**config.mk**
```make
export PLATFORM = sky130hd
export DESIGN_NAME = gw5_fifo
export DESIGN_NICKNAME = d
export VERILOG_FILES = /design/src/sv/gw5_pkg.sv /design/src/sv/gw5_fifo.sv
export SDC_FILE = /design/constraint.sdc
export NUM_CORES = 1
export LEC_CHECK = 0
export BUFFER_PORTS_ARGS = -buffer_cell sky130_fd_sc_hd__buf_2
export CAP_MARGIN = 30
export CORE_ASPECT_RATIO = 0.5
export CORE_MARGIN = 3
export CORE_UTILIZATION = 45
export CTS_BUF_LIST = sky130_fd_sc_hd__clkbuf_16
export DETAILED_ROUTE_END_ITERATION = 10
export PLACE_DENSITY = 0.65
export SYNTH_ARGS = -nofsm -noshare
export SYNTH_HDL_FRONTEND = slang
export SYNTH_SLANG_ARGS = --single-unit
```
**constraint.sdc**
```tcl
create_clock -name clk_i -period 5.1 [get_ports clk_i]
set_input_delay 1.02 -clock clk_i [delete_from_list [all_inputs] [get_ports clk_i]]
set_output_delay 1.02 -clock clk_i [all_outputs]
set_load 0.02 [all_outputs]
```
**src/sv/gw5_pkg.sv**
```systemverilog
`timescale 1ns / 1ps

package gw5_pkg;

  localparam int PIX_W   = 8;
  localparam int COLS_W  = 11;
  localparam int ROWS_W  = 16;
  localparam int CFG_W   = 16;
  localparam int CFG_IW  = 1;
  localparam int WIN     = 5;
  localparam int NLANES  = 4;
  localparam int VSUM_W  = 12;
  localparam int HSUM_W  = 16;

  localparam int FIFO_DEPTH = 4;
  localparam int FIFO_AW    = 2;
  localparam int FIFO_CW    = 3;

  localparam logic [CFG_IW-1:0] CFG_COLS = 1'b0;
  localparam logic [CFG_IW-1:0] CFG_ROWS = 1'b1;

  localparam logic [COLS_W-1:0] COLS_RST = 11'd640;
  localparam logic [ROWS_W-1:0] ROWS_RST = 16'd480;

  // One padded input pixel as seen by the back end: the full window column
  // (oldest row first) plus its classification.
  typedef struct packed {
    logic [WIN-1:0][PIX_W-1:0] pix;
    logic                      emit;
    logic                      last;
  } col_t;

endpackage

```
**src/sv/gw5_fifo.sv**
```systemverilog
`timescale 1ns / 1ps

module gw5_fifo (
  input  logic                   clk_i,
  input  logic                   rst_ni,
  input  logic                   push_i,
  input  gw5_pkg::col_t          push_data_i,
  input  logic                   pop_i,
  output gw5_pkg::col_t          head_o,
  output logic                   not_empty_o,
  output logic [gw5_pkg::FIFO_CW-1:0] count_o
);
  import gw5_pkg::*;

  col_t               mem_q [FIFO_DEPTH];
  logic [FIFO_AW-1:0] wr_q, wr_d;
  logic [FIFO_AW-1:0] rd_q, rd_d;
  logic [FIFO_CW-1:0] cnt_q, cnt_d;
  logic               do_pop;

  assign do_pop      = pop_i && (cnt_q != '0);
  assign not_empty_o = (cnt_q != '0);
  assign count_o     = cnt_q;
  assign head_o      = mem_q[rd_q];

  always_comb begin
    wr_d  = push_i ? wr_q + 1'b1 : wr_q;
    rd_d  = do_pop ? rd_q + 1'b1 : rd_q;
    cnt_d = cnt_q;
    if (push_i && !do_pop) begin
      cnt_d = cnt_q + 1'b1;
    end else if (!push_i && do_pop) begin
      cnt_d = cnt_q - 1'b1;
    end
  end

  always_ff @(posedge clk_i or negedge rst_ni) begin
    if (!rst_ni) begin
      wr_q  <= '0;
      rd_q  <= '0;
      cnt_q <= '0;
    end else begin
      wr_q  <= wr_d;
      rd_q  <= rd_d;
      cnt_q <= cnt_d;
    end
  end

  always_ff @(posedge clk_i) begin
    if (push_i) begin
      mem_q[wr_q] <= push_data_i;
    end
  end

endmodule

```
# Word level (Yosys, flattened, before mapping)

Memory sizes are Yosys's and may differ from the RTL's.
Cells that the tools add are included.

Memories: 1
Bits in writable memories: 168
Input bits: 46
Logic and storage cells: 19
Register bits: 7

Memories:

| memory | words | width | rd ports | clocked after Yosys merged registers in | write ports | RTL line       | text |
|---|---|---|---|---|---|---|---|
| mem_q  | 4     | 42    | 1        | 0                                       | 1           | gw5_fifo.sv:15 | `col_t mem_q [FIFO_DEPTH];` |

Multiplexer cells: 4
Reduce and logical (&&, ||, !) cells: 7
Add/sub/neg operators: 4

Operators by type and width:

| cell                  | number |
|---|---|
| $mux W3               | 2 |
| $add A2 B1 Y2 const B | 2 |
| $add A3 B1 Y3 const B | 1 |
| $logic_and A1 B1 Y1   | 3 |
| $reduce_bool A3 Y1    | 1 |
| $sub A3 B1 Y3 const B | 1 |
| $logic_not A1 Y1      | 2 |
| $mux W1               | 2 |
| $reduce_bool A2 Y1    | 1 |

# Depth between registers and ports, before layout

Depth in word-level cells: 5
Mapped depth: 8
Mapped depth without buffers: 8

# Least setup slack after synthesis

Ideal clock, no wire load.

Kind: input to register
From: in push_i
To: mem mem_q[2][0] (netlist name) (enable)
Data required time: 4697 ps
Setup slack: 2660 ps
Stages: 1
Data arrival time: 2037 ps
Path through: and2_1

Cells in the longest elaborated chain, start to end: 2

RTL lines:

| what                          | RTL line       | text |
|---|---|---|
| from (decl)                   | gw5_fifo.sv:6  | `input logic push_i,` |
| $mux W1                       | gw5_fifo.sv:50 | `if (push_i) begin` |
| $mux W1 (implied by the code) | gw5_fifo.sv:51 | `mem_q[wr_q] <= push_data_i;` |
| to (decl)                     | gw5_fifo.sv:15 |  |

Every way passes these cells.

==> flow_summary.toml <==
[run_status]
outcome = "completed"

[clock_network]
insertion_delay_ns = 0.41
cts_tree = "yes"
clk_pin_slew_worst_paths_ns = 0.06
cts_resized = 0
htreeDepth = 4
root_buffer = "clkbuf_16"
cts_buffers = 17
post_cts_buffers = 0
clockBufferDepth = 2
cts_hold_buf = 0
cts_num_sinks = 175

[finish]
layout.nets = 410
areaGrowthSynthToFinish_pct = 19.2
finish.utilization_pct = 56.0
seqCellArea_um2 = 5230
nFillCells = 1046
multi_input_area_um2 = 1160
drive_gt1_share_pct = 46.2
n_antenna_cell = 0

[timing]
hold_violations = 0
setup-violations-final = 0
rsz0062_at_grt = "no"
worst_slew_pin_slew_ns = 0.869
period_needed_ns = 3.27
fmax_mhz = 306
fin_worst_skew_ns = 0.00674
timing.slew.headroom_pct = 42.1
final_max_slew_viol_count = 0
finalCritPeriodShare_pct = 64.0
setup_ws_ns = 1.83
setup_tns_ns = 0

[detailed_routing]
dr.pass1.iters = 4
antenna_left = 0
wirelength_mm = 10.9
drt-initial-drc-count = 197
vias_per_cell = 5.09
vias = 2858
wl_per_cell_um = 19.3
drc = 0

[yosys]
synth_nets = 305
synthTopCellsByCount = "edfxtp_1, mux4_2, dfrtp_1"
syn_area_um2 = 6510
async_reset_ff_share_pct = 4.00
synth_edf_count = 168
yosysSeqAreaShare_pct = 80.2
syn-instance-count = 253
ys_warn_count = 0
synth_top_area_share_pct = 77.5
yosysUniqueCellTypes = 19
synth_area_leaders = "edfxtp_1, mux4_2, dfrtp_1, mux4_1, buf_12"
yosysMostFrequentCell = "edfxtp_1"
synth-main-ff-cell = "edfxtp_1"
synth_seq_cells = 175
synth_area_leader_cell = "edfxtp_1"
syn_area_per_cell_um2 = 25.7

[power]
pwr-share-seq_pct = 45.3
p_clk_share_pct = 26.2
p_per_area_nw_per_um2 = 595
combPwrFrac_pct = 28.5
p_switching_w = 0.00145
netSwitchingFraction_pct = 31.5
p_int_w = 0.00316
leakagePower_nw = 2.69
ir_drop_mv = 0.290
total_power_w = 0.00461

[setup_path]
timing.rr.end = "count_o[2]"
r2r-start = "count_o[0]"
startpoint_type = "flip-flop"
cp_max_fo = 44
end_kind = "output pin"
reg2reg_depth = 8
arrival_ns = 2.25
critPathBufInv = 1
rrSetupSlack_ns = 2.94
path_delay_family = "flip-flops"
critical_path_required_ns = 4.08
crit_type = "reg -> out"
cpMaxStageDelayCell = "dfrtp_4"
max_stage_delay_ns = 1.00
cp_cell_sequence = "mux4_1 -> buf_2"

[min_path]
worstHoldPathType = "in -> async"

[global_route]
antenna_found_initial = 1
grt_use_total_pct = 14.4
grt_pass1_wl_mm = 17.5
grt_max_degree = 45
grt_pass1_vias = 3203
grt-ovfl-total = 0

[run]
maxCapViolCount = 0

[floorplan]
rows = 30
fp.dieH_um = 91.0
ios = 92
die_w_um = 176
die_area_um2 = 16000
coreArea_um2 = 13900
initial_core_util_pct = 47.0

[placed_design]
hpwl_mm = 6.97
dp_slack_ns = 2.20
gp_congestion = 0.638
io_buffers = 91
[power groups by stage]
stage	Combinational (W)	Sequential [W]	Clock, W
after floorplan	0.00108	0.00199	0
after global placement	0.00123	0.00216	0
after detailed placement	0.00134	0.00213	0
after CTS	0.00134	0.00210	0.00124
after global routing	0.00140	0.00214	0.00130
final	0.00131	0.00209	0.00121
[area by class of cell]
type                       instances  area share [%]
clock inverter                    14            1.71
multi-input combinational         65            15.0
inverter                           3           0.145
tap                              192            3.10
sequential                       175            67.4
clock buffer                      17            5.49
timing repair buffer              96            7.16
[cells by family after synthesis]
kind of cell               synth area share [%]
adders and majority gates                  1.27
xor gates and xnor gates                  0.808
and+or+nand+nor                           0.731
muxes                                      14.9
DFF                                        80.2
buffers and inverters                      1.96
AOI/OAI and AO/OA                        0.0768
[flip-flops by register name, indices dropped and copies added (netlist names)]
name     flops
count_o      3
rd_q         2
wr_q         2
mem_q      168
[per-layer routing]
metal	track usage, %	part of all wire (%)
met5	0	0.064
met1	19.1	45
met3	4.01	4.4
met2	23.5	50
met4	4.15	0.40
[cells in the final DEF, fill, tap and decap left out, drive strengths merged]
master / instances
ha: 5
or3: 1
xnor2: 3
edfxtp: 168
clkbuf: 17
mux2: 1
clkinv: 5
bufinv: 1
nand3: 1
and2: 4
fa: 1
xor2: 3
dfrtp: 7
buf: 96
o21ai: 1
inv: 9
clkinvlp: 2
nor2: 1
mux4: 42
nand2: 2
[worst max path at each step]
stage	startpoint	to	slack, ns	depth (start not counted)
final	rd_q[0]	head_o[39]	1.83	2
after global routing	rd_q[0]	head_o[41]	1.66	2
after CTS	rd_q[0]	head_o[39]	1.75	2
after detailed placement	rd_q[0]	head_o[39]	2.20	2
after global placement	rd_q[0]	head_o[41]	2.22	2
after floorplan	push_i	mem_q[2][0]	2.66	1
[through the flow]
stage	cell area [um^2]	hold slack [ns]	std cells
finish	7750	0.441	562
global route	7750	0.426	562
CTS	7750	0.418	562
detailed placement	7200	0.479	531
global placement	7100	0.469	526
floorplan	6510	0.494	253
(Power assumes the default switching activity.)
