### src/sv/gw5_pkg.sv
`timescale 1ns / 1ps

package gw5_pkg;

  localparam int PIX_W   = 8;
  localparam int COLS_W  = 11;
  localparam int ROWS_W  = 16;
  localparam int CFG_W   = 16;
  localparam int CFG_IW  = 1;
  localparam int WIN     = 5;
  localparam int NLANES  = 4;
  localparam int VSUM_W  = 12;
  localparam int HSUM_W  = 16;

  localparam int FIFO_DEPTH = 4;
  localparam int FIFO_AW    = 2;
  localparam int FIFO_CW    = 3;

  localparam logic [CFG_IW-1:0] CFG_COLS = 1'b0;
  localparam logic [CFG_IW-1:0] CFG_ROWS = 1'b1;

  localparam logic [COLS_W-1:0] COLS_RST = 11'd640;
  localparam logic [ROWS_W-1:0] ROWS_RST = 16'd480;

  // One padded input pixel as seen by the back end: the full window column
  // (oldest row first) plus its classification.
  typedef struct packed {
    logic [WIN-1:0][PIX_W-1:0] pix;
    logic                      emit;
    logic                      last;
  } col_t;

endpackage

### src/sv/gw5_back.sv
`timescale 1ns / 1ps

module gw5_back (
  input  logic                      clk_i,
  input  logic                      rst_ni,
  input  logic                      not_empty_i,
  input  gw5_pkg::col_t             head_i,
  output logic                      pop_o,
  output logic                      out_valid_o,
  input  logic                      out_ready_i,
  output logic [gw5_pkg::PIX_W-1:0] pixel_out_o,
  output logic                      frame_end_o
);
  import gw5_pkg::*;

  logic [VSUM_W-1:0] taps_q [WIN];
  logic [VSUM_W-1:0] vsum;
  logic [HSUM_W-1:0] hsum;
  logic [PIX_W-1:0]  res;
  logic              hv_q, hlast_q;
  logic              out_valid_q, out_last_q;
  logic [PIX_W-1:0]  out_pix_q;
  logic              out_free, adv_h;

  // Separable 1-4-6-4-1: vertical sum per column, horizontal sum over taps.
  always_comb begin
    vsum = VSUM_W'(head_i.pix[0]) + VSUM_W'(head_i.pix[4])
         + ((VSUM_W'(head_i.pix[1]) + VSUM_W'(head_i.pix[3])) << 2)
         + (VSUM_W'(head_i.pix[2]) << 2) + (VSUM_W'(head_i.pix[2]) << 1);
    hsum = HSUM_W'(taps_q[0]) + HSUM_W'(taps_q[4])
         + ((HSUM_W'(taps_q[1]) + HSUM_W'(taps_q[3])) << 2)
         + (HSUM_W'(taps_q[2]) << 2) + (HSUM_W'(taps_q[2]) << 1);
    res  = hsum[HSUM_W-1:HSUM_W-PIX_W];
    if (res == '0) begin
      res = PIX_W'(1);
    end
  end

  assign out_free = !out_valid_q || out_ready_i;
  assign adv_h    = !hv_q || out_free;
  assign pop_o    = not_empty_i && adv_h;

  always_ff @(posedge clk_i or negedge rst_ni) begin
    if (!rst_ni) begin
      hv_q        <= 1'b0;
      out_valid_q <= 1'b0;
    end else begin
      if (pop_o) begin
        hv_q <= head_i.emit;
      end else if (adv_h) begin
        hv_q <= 1'b0;
      end
      if (hv_q && out_free) begin
        out_valid_q <= 1'b1;
      end else if (out_ready_i) begin
        out_valid_q <= 1'b0;
      end
    end
  end

  always_ff @(posedge clk_i) begin
    if (pop_o) begin
      for (int i = 0; i < WIN - 1; i++) begin
        taps_q[i] <= taps_q[i+1];
      end
      taps_q[WIN-1] <= vsum;
      hlast_q       <= head_i.last;
    end
    if (hv_q && out_free) begin
      out_pix_q  <= res;
      out_last_q <= hlast_q;
    end
  end

  assign out_valid_o = out_valid_q;
  assign pixel_out_o = out_pix_q;
  assign frame_end_o = out_last_q;

endmodule
### config.mk
export PLATFORM = sky130hd
export DESIGN_NAME = gw5_back
export DESIGN_NICKNAME = d
export VERILOG_FILES = /design/src/sv/gw5_pkg.sv /design/src/sv/gw5_back.sv
export SDC_FILE = /design/constraint.sdc
export NUM_CORES = 1
export LEC_CHECK = 0
export ABC_AREA = 1
export BUFFER_PORTS_ARGS = -buffer_cell sky130_fd_sc_hd__buf_4
export CORE_ASPECT_RATIO = 1.25
export CORE_MARGIN = 5
export CORE_UTILIZATION = 30
export CTS_CLUSTER_SIZE = 12
export DETAILED_ROUTE_END_ITERATION = 10
export SLEW_MARGIN = 0
export SYNTH_ARGS = -nofsm -noshare
export SYNTH_HDL_FRONTEND = slang
export SYNTH_SLANG_ARGS = --single-unit
### constraint.sdc
create_clock -name clk_i -period 13.3 [get_ports clk_i]
set_input_delay 1.33 -clock clk_i [delete_from_list [all_inputs] [get_ports clk_i]]
set_output_delay 1.33 -clock clk_i [all_outputs]
set_load 0.02 [all_outputs]
# ---- Word level (Yosys, flattened, before mapping)
# Memories as Yosys holds them, arrays and structs flattened.
# Index checks and enable logic that the tools add are counted.
dict set report op_classes {
  add_sub_neg 10
  muxes 6
  reduce_logical 9
}
# op n
set op_table {}
lappend op_table {{12-bit by 12-bit adder with 13-bit output} 2}
lappend op_table {{8-bit by 8-bit adder with 9-bit output} 2}
lappend op_table {{13-bit by 15-bit adder with 16-bit output} 1}
lappend op_table {{16-bit by 13-bit adder with 16-bit output} 1}
lappend op_table {{16-bit by 14-bit adder with 16-bit output} 1}
lappend op_table {{12-bit by 10-bit adder with 12-bit output} 1}
lappend op_table {{12-bit by 9-bit adder with 12-bit output} 1}
lappend op_table {{9-bit by 11-bit adder with 12-bit output} 1}
lappend op_table {{8-bit logical NOT} 1}
lappend op_table {{1-bit 2-to-1 mux} 6}
lappend op_table {{2-bit nonzero test} 2}
lappend op_table {{1-bit logical AND} 2}
lappend op_table {{1-bit logical NOT} 2}
lappend op_table {{1-bit logical OR} 2}
dict set report word_totals {
  out_inout_bits 11
  reg_bits 12
  in_bits 46
  elab_cells 31
  ramBits 60
  memories 1
}
# memory depth width read_ports rd_clocked_by_memory_dff write_ports line_no
set mem_list {}
lappend mem_list {taps_q 5 12 5 0 5 gw5_back.sv:16} ;# logic [VSUM_W-1:0] taps_q [WIN];

# ---- Logic depth before layout (Yosys ltp)
dict set report depth {
  ltp_word 6
  mapped_depth 27
  ltp_nobuf 27
}

# ---- Worst setup path before layout
# OpenSTA, ideal clock, no wires.
dict set report synth_path {
  kind {input to register}
  startpoint {in head_i[10] in the netlist's numbering}
  endpoint {mem taps_q[4][10] (netlist: taps_q[0][58]), data pin}
  t_required_ps 13035
  t_arrival_ps 4337
  stages 17
  setup_time_ps 265
  setup_slack_ps 8698
  n_path_buf 0
  cell_sequence {ha_1 fa_1 a21oi_1 o21bai_1 a21oi_1 o21bai_1 xnor2_1 fa_1 inv_1 ha_1 ha_1 ha_1 nand2_1 inv_1 nand4_1 o211ai_1 xor2_1}
}
# element line_no
set synth_lines {}
lappend synth_lines {{from (decl)} gw5_back.sv:7} ;# input gw5_pkg::col_t head_i,
lappend synth_lines {{to (decl)} gw5_back.sv:16}

==> summary.md <==
| Metric | Value |
|---|---|
| Vias in the first global route | `3787` |
| Rel. slew slack | `46.0%` |
| Largest net degree at the start of global routing | `63` |
| Residual DRC count | `0` |
| Required time worst endpoint | `13.39 ns` |
| Status | `completed` |
| Fin Setup TNS | `0 ns` |
| Final ANT Viol Nets | `0` |
| Cell Rows | `54` |
| Worst skew pair latency | `0.34 ns` |
| Kind of critical path | `flop to flop` |
| Storage element area | `2150 µm²` |
| Synth top cells by count | `105 x inv_1, 83 x nand2_1, 70 x edfxtp_1` |
| # Post-CTS Setup Buffers | `0` |
| Final Critical Period | `4.83 ns` |
| TritonCTS clock tree | `built` |
| Die X | `130 µm` |
| Final setup margin | `8.47 ns` |
| Number of port buffers | `56` |
| CTS Root Cell | `clkbuf_16` |
| Post-DR vias/cell | `4.40` |
| Ant. Diodes | `0` |
| Wire per inst | `12.2 µm` |
| Number of flops mapped to enable cells by yosys | `70` |
| Hold Crit Class | `flop to flop` |
| Hold Buf Count CTS | `0` |
| Max-slew violations | `0` |
| Setup crit end | `pixel_out_o[0]` |
| Synth top area share | `39.0%` |
| Layout cells sized above 1 | `13.3%` |
| RSZ-0062 raised after global routing | `no` |
| Sequential share of the synthesized area | `39.9%` |
| Post-synthesis cell count | `498` |
| CTS max path bufs | `2` |
| Nets@finish | `720` |
| Clock Skews | `0.00802 ns` |
| RD Place Congestion | `0.848` |
| CP Data Arrival Time | `4.92 ns` |
| Area occupied by multi-input gates | `2850 µm²` |
| Initial antenna violation count | `0` |
| Ranking of synthesized cells by area | `edfxtp_1 39%, fa_1 21%, ha_1 12%` |
| Hold path start | `hlast_q` |
| R2R setup slack | `8.47 ns` |
| Most common cell in the netlist | `inv_1` |
| CTS Buf Count | `9` |
| Post-synthesis average cell area | `10.8 µm²` |
| Area growth syn-to-layout | `18.9%` |
| Initial DRC count | `235` |
| Crit Reg-Reg Startpoint | `taps_q[0][12]` |
| Synth Register Bits | `72` |
| Final WL | `9700 µm` |
| Synth warn | `0` |
| Crit end category | `flop` |
| Num ports | `57` |
| Reg2Reg Depth | `20` |
| Fmax | `207 MHz` |
| Synth unique cells | `27` |
| Fill count | `1760` |
| CP startpoint kind | `flop` |
| GRT overflow | `0` |
| Async set or reset register ratio after synthesis | `2.78%` |
| CP Max Fanout | `5` |
| Syn Nets | `652` |
| Post_cts resized | `0` |
| Area of the core | `17600 µm²` |
| Yosys top cell by area | `edfxtp_1` |
| Initial Utilization | `30.7%` |
| Post-detail-place hpwl | `8120 µm` |
| First-pass GRT wire length | `16800 µm` |
| Final setup violation count | `0` |
| Final period utilization | `36.3%` |
| Endpoints failing hold | `0` |
| Worst setup path startpoint | `taps_q[0][12]` |
| Vias post-DR | `3500` |
| Max_cap viols | `0` |
| GRT Util Overall | `10.2%` |
| Worst-Margin Slew | `0.810 ns` |
| DP Worst Slack | `8.34 ns` |
| Reg-to-reg endpoint | `pixel_out_o[0]` |
| Die Ht | `160 µm` |
| Clock Pin Slew Worst Setup and Hold Paths | `0.06 ns` |
| Die area | `20800 µm²` |
| H-tree depth | `3` |
| Area of the mapped netlist | `5400 µm²` |
| 1st-pass router iterations | `4` |
| Clock sinks | `72` |
| Ys flop type | `edfxtp_1` |
[state kept, by name (all words and copies together) (netlist names)]
name / count
taps_q: 60
pixel_out_o: 8
hv_q: 1
out_valid_o: 1
hlast_q: 1
frame_end_o: 1
[placed cells by master (no fill, tap or decap), types with 2 or more instances in the layout]
cell and instances:
o21bai_1 2, fa_1 56, o21a_1 2, a21oi_1 37
nor2_1 20, nand3_1 20, nand2_1 83, nand4_1 6
clkinv_1 2, ha_1 52, clkbuf_16 9, bufinv_16 2
o21ai_0 5, xor2_1 17, buf_4 57, inv_1 104
o211ai_1 3, edfxtp_1 70, nand3b_1 2, dfrtp_1 2
xnor2_1 5, o21ai_1 2
[layout make-up]
| cell class | count | share of cell area, % |
|---|---|---|
| Inverter | 105 | 6.14 |
| Sequential cell | 72 | 33.5 |
| Multi-Input combinational cell | 321 | 44.4 |
| Clock buffer | 10 | 3.57 |
| Timing Repair Buffer | 57 | 6.67 |
| Clock inverter | 6 | 1.31 |
| Tap cell | 224 | 4.37 |
[per-stage QoR]
| stage | instances | hold WS (ns) | instance area [µm²] | util [%] |
|---|---|---|---|---|
| final | 795 | 0.418 | 6420 | 36.5 |
| after global routing | 795 | 0.423 | 6420 | 36.5 |
| after CTS | 795 | 0.421 | 6420 | 36.5 |
| after detailed placement | 779 | 0.407 | 6100 | 34.8 |
| after global placement | 779 | 0.405 | 6100 | 34.8 |
| after floorplan | 498 | 0.400 | 5400 | - |
[metal layers]
metal	up-vias	GRT usage, %	wire length (µm)
met5	-	0	0
met4	0	5.01	286
met3	19	2.34	441
met2	71	18.0	5030
met1	1648	11.4	3940
li1	1762	-	-
[logic make-up (layout without fill, tap and decap cells)]
kind of cell / after synthesis / in the layout / synth area share, %
AND/OR/NAND/NOR: 136 / 136 / 10.7
XOR/XNOR: 22 / 22 / 3.57
flip-flops: 72 / 72 / 39.9
adder cells (fa/ha/maj): 108 / 108 / 32.8
AO/OA/AOI/OAI: 55 / 55 / 5.68
buffers and inverters: 105 / 178 / 7.30
[critical path, cell delays in order (launching register included)]
cell      delay (ns)
edfxtp_1        0.40
ha_1            0.25
fa_1            0.41
nand3_1         0.13
nand2_1         0.08
a21oi_1         0.34
xnor2_1         0.19
fa_1            0.46
fa_1            0.51
inv_1           0.05
fa_1            0.49
inv_1           0.04
ha_1            0.34
a21oi_1         0.22
o21ai_1         0.13
a21oi_1         0.21
nand3_2         0.11
nand3_1         0.09
nor2_1          0.05
nand2_1         0.05
nand2_1         0.04
[worst min path at each step]
stage | endpoint | cells after the start | slack, ns
3_5_place_dp | frame_end_o | 0 | 0.41
4_1_cts | frame_end_o | 0 | 0.42
5_1_grt | frame_end_o | 0 | 0.42
3_3_place_gp | frame_end_o | 0 | 0.41
6_report | frame_end_o | 0 | 0.42
2_1_floorplan | frame_end_o | 0 | 0.40
Power is not shown: default switching activity piles up to over one toggle a cycle in this logic, so the estimate is an artifact.
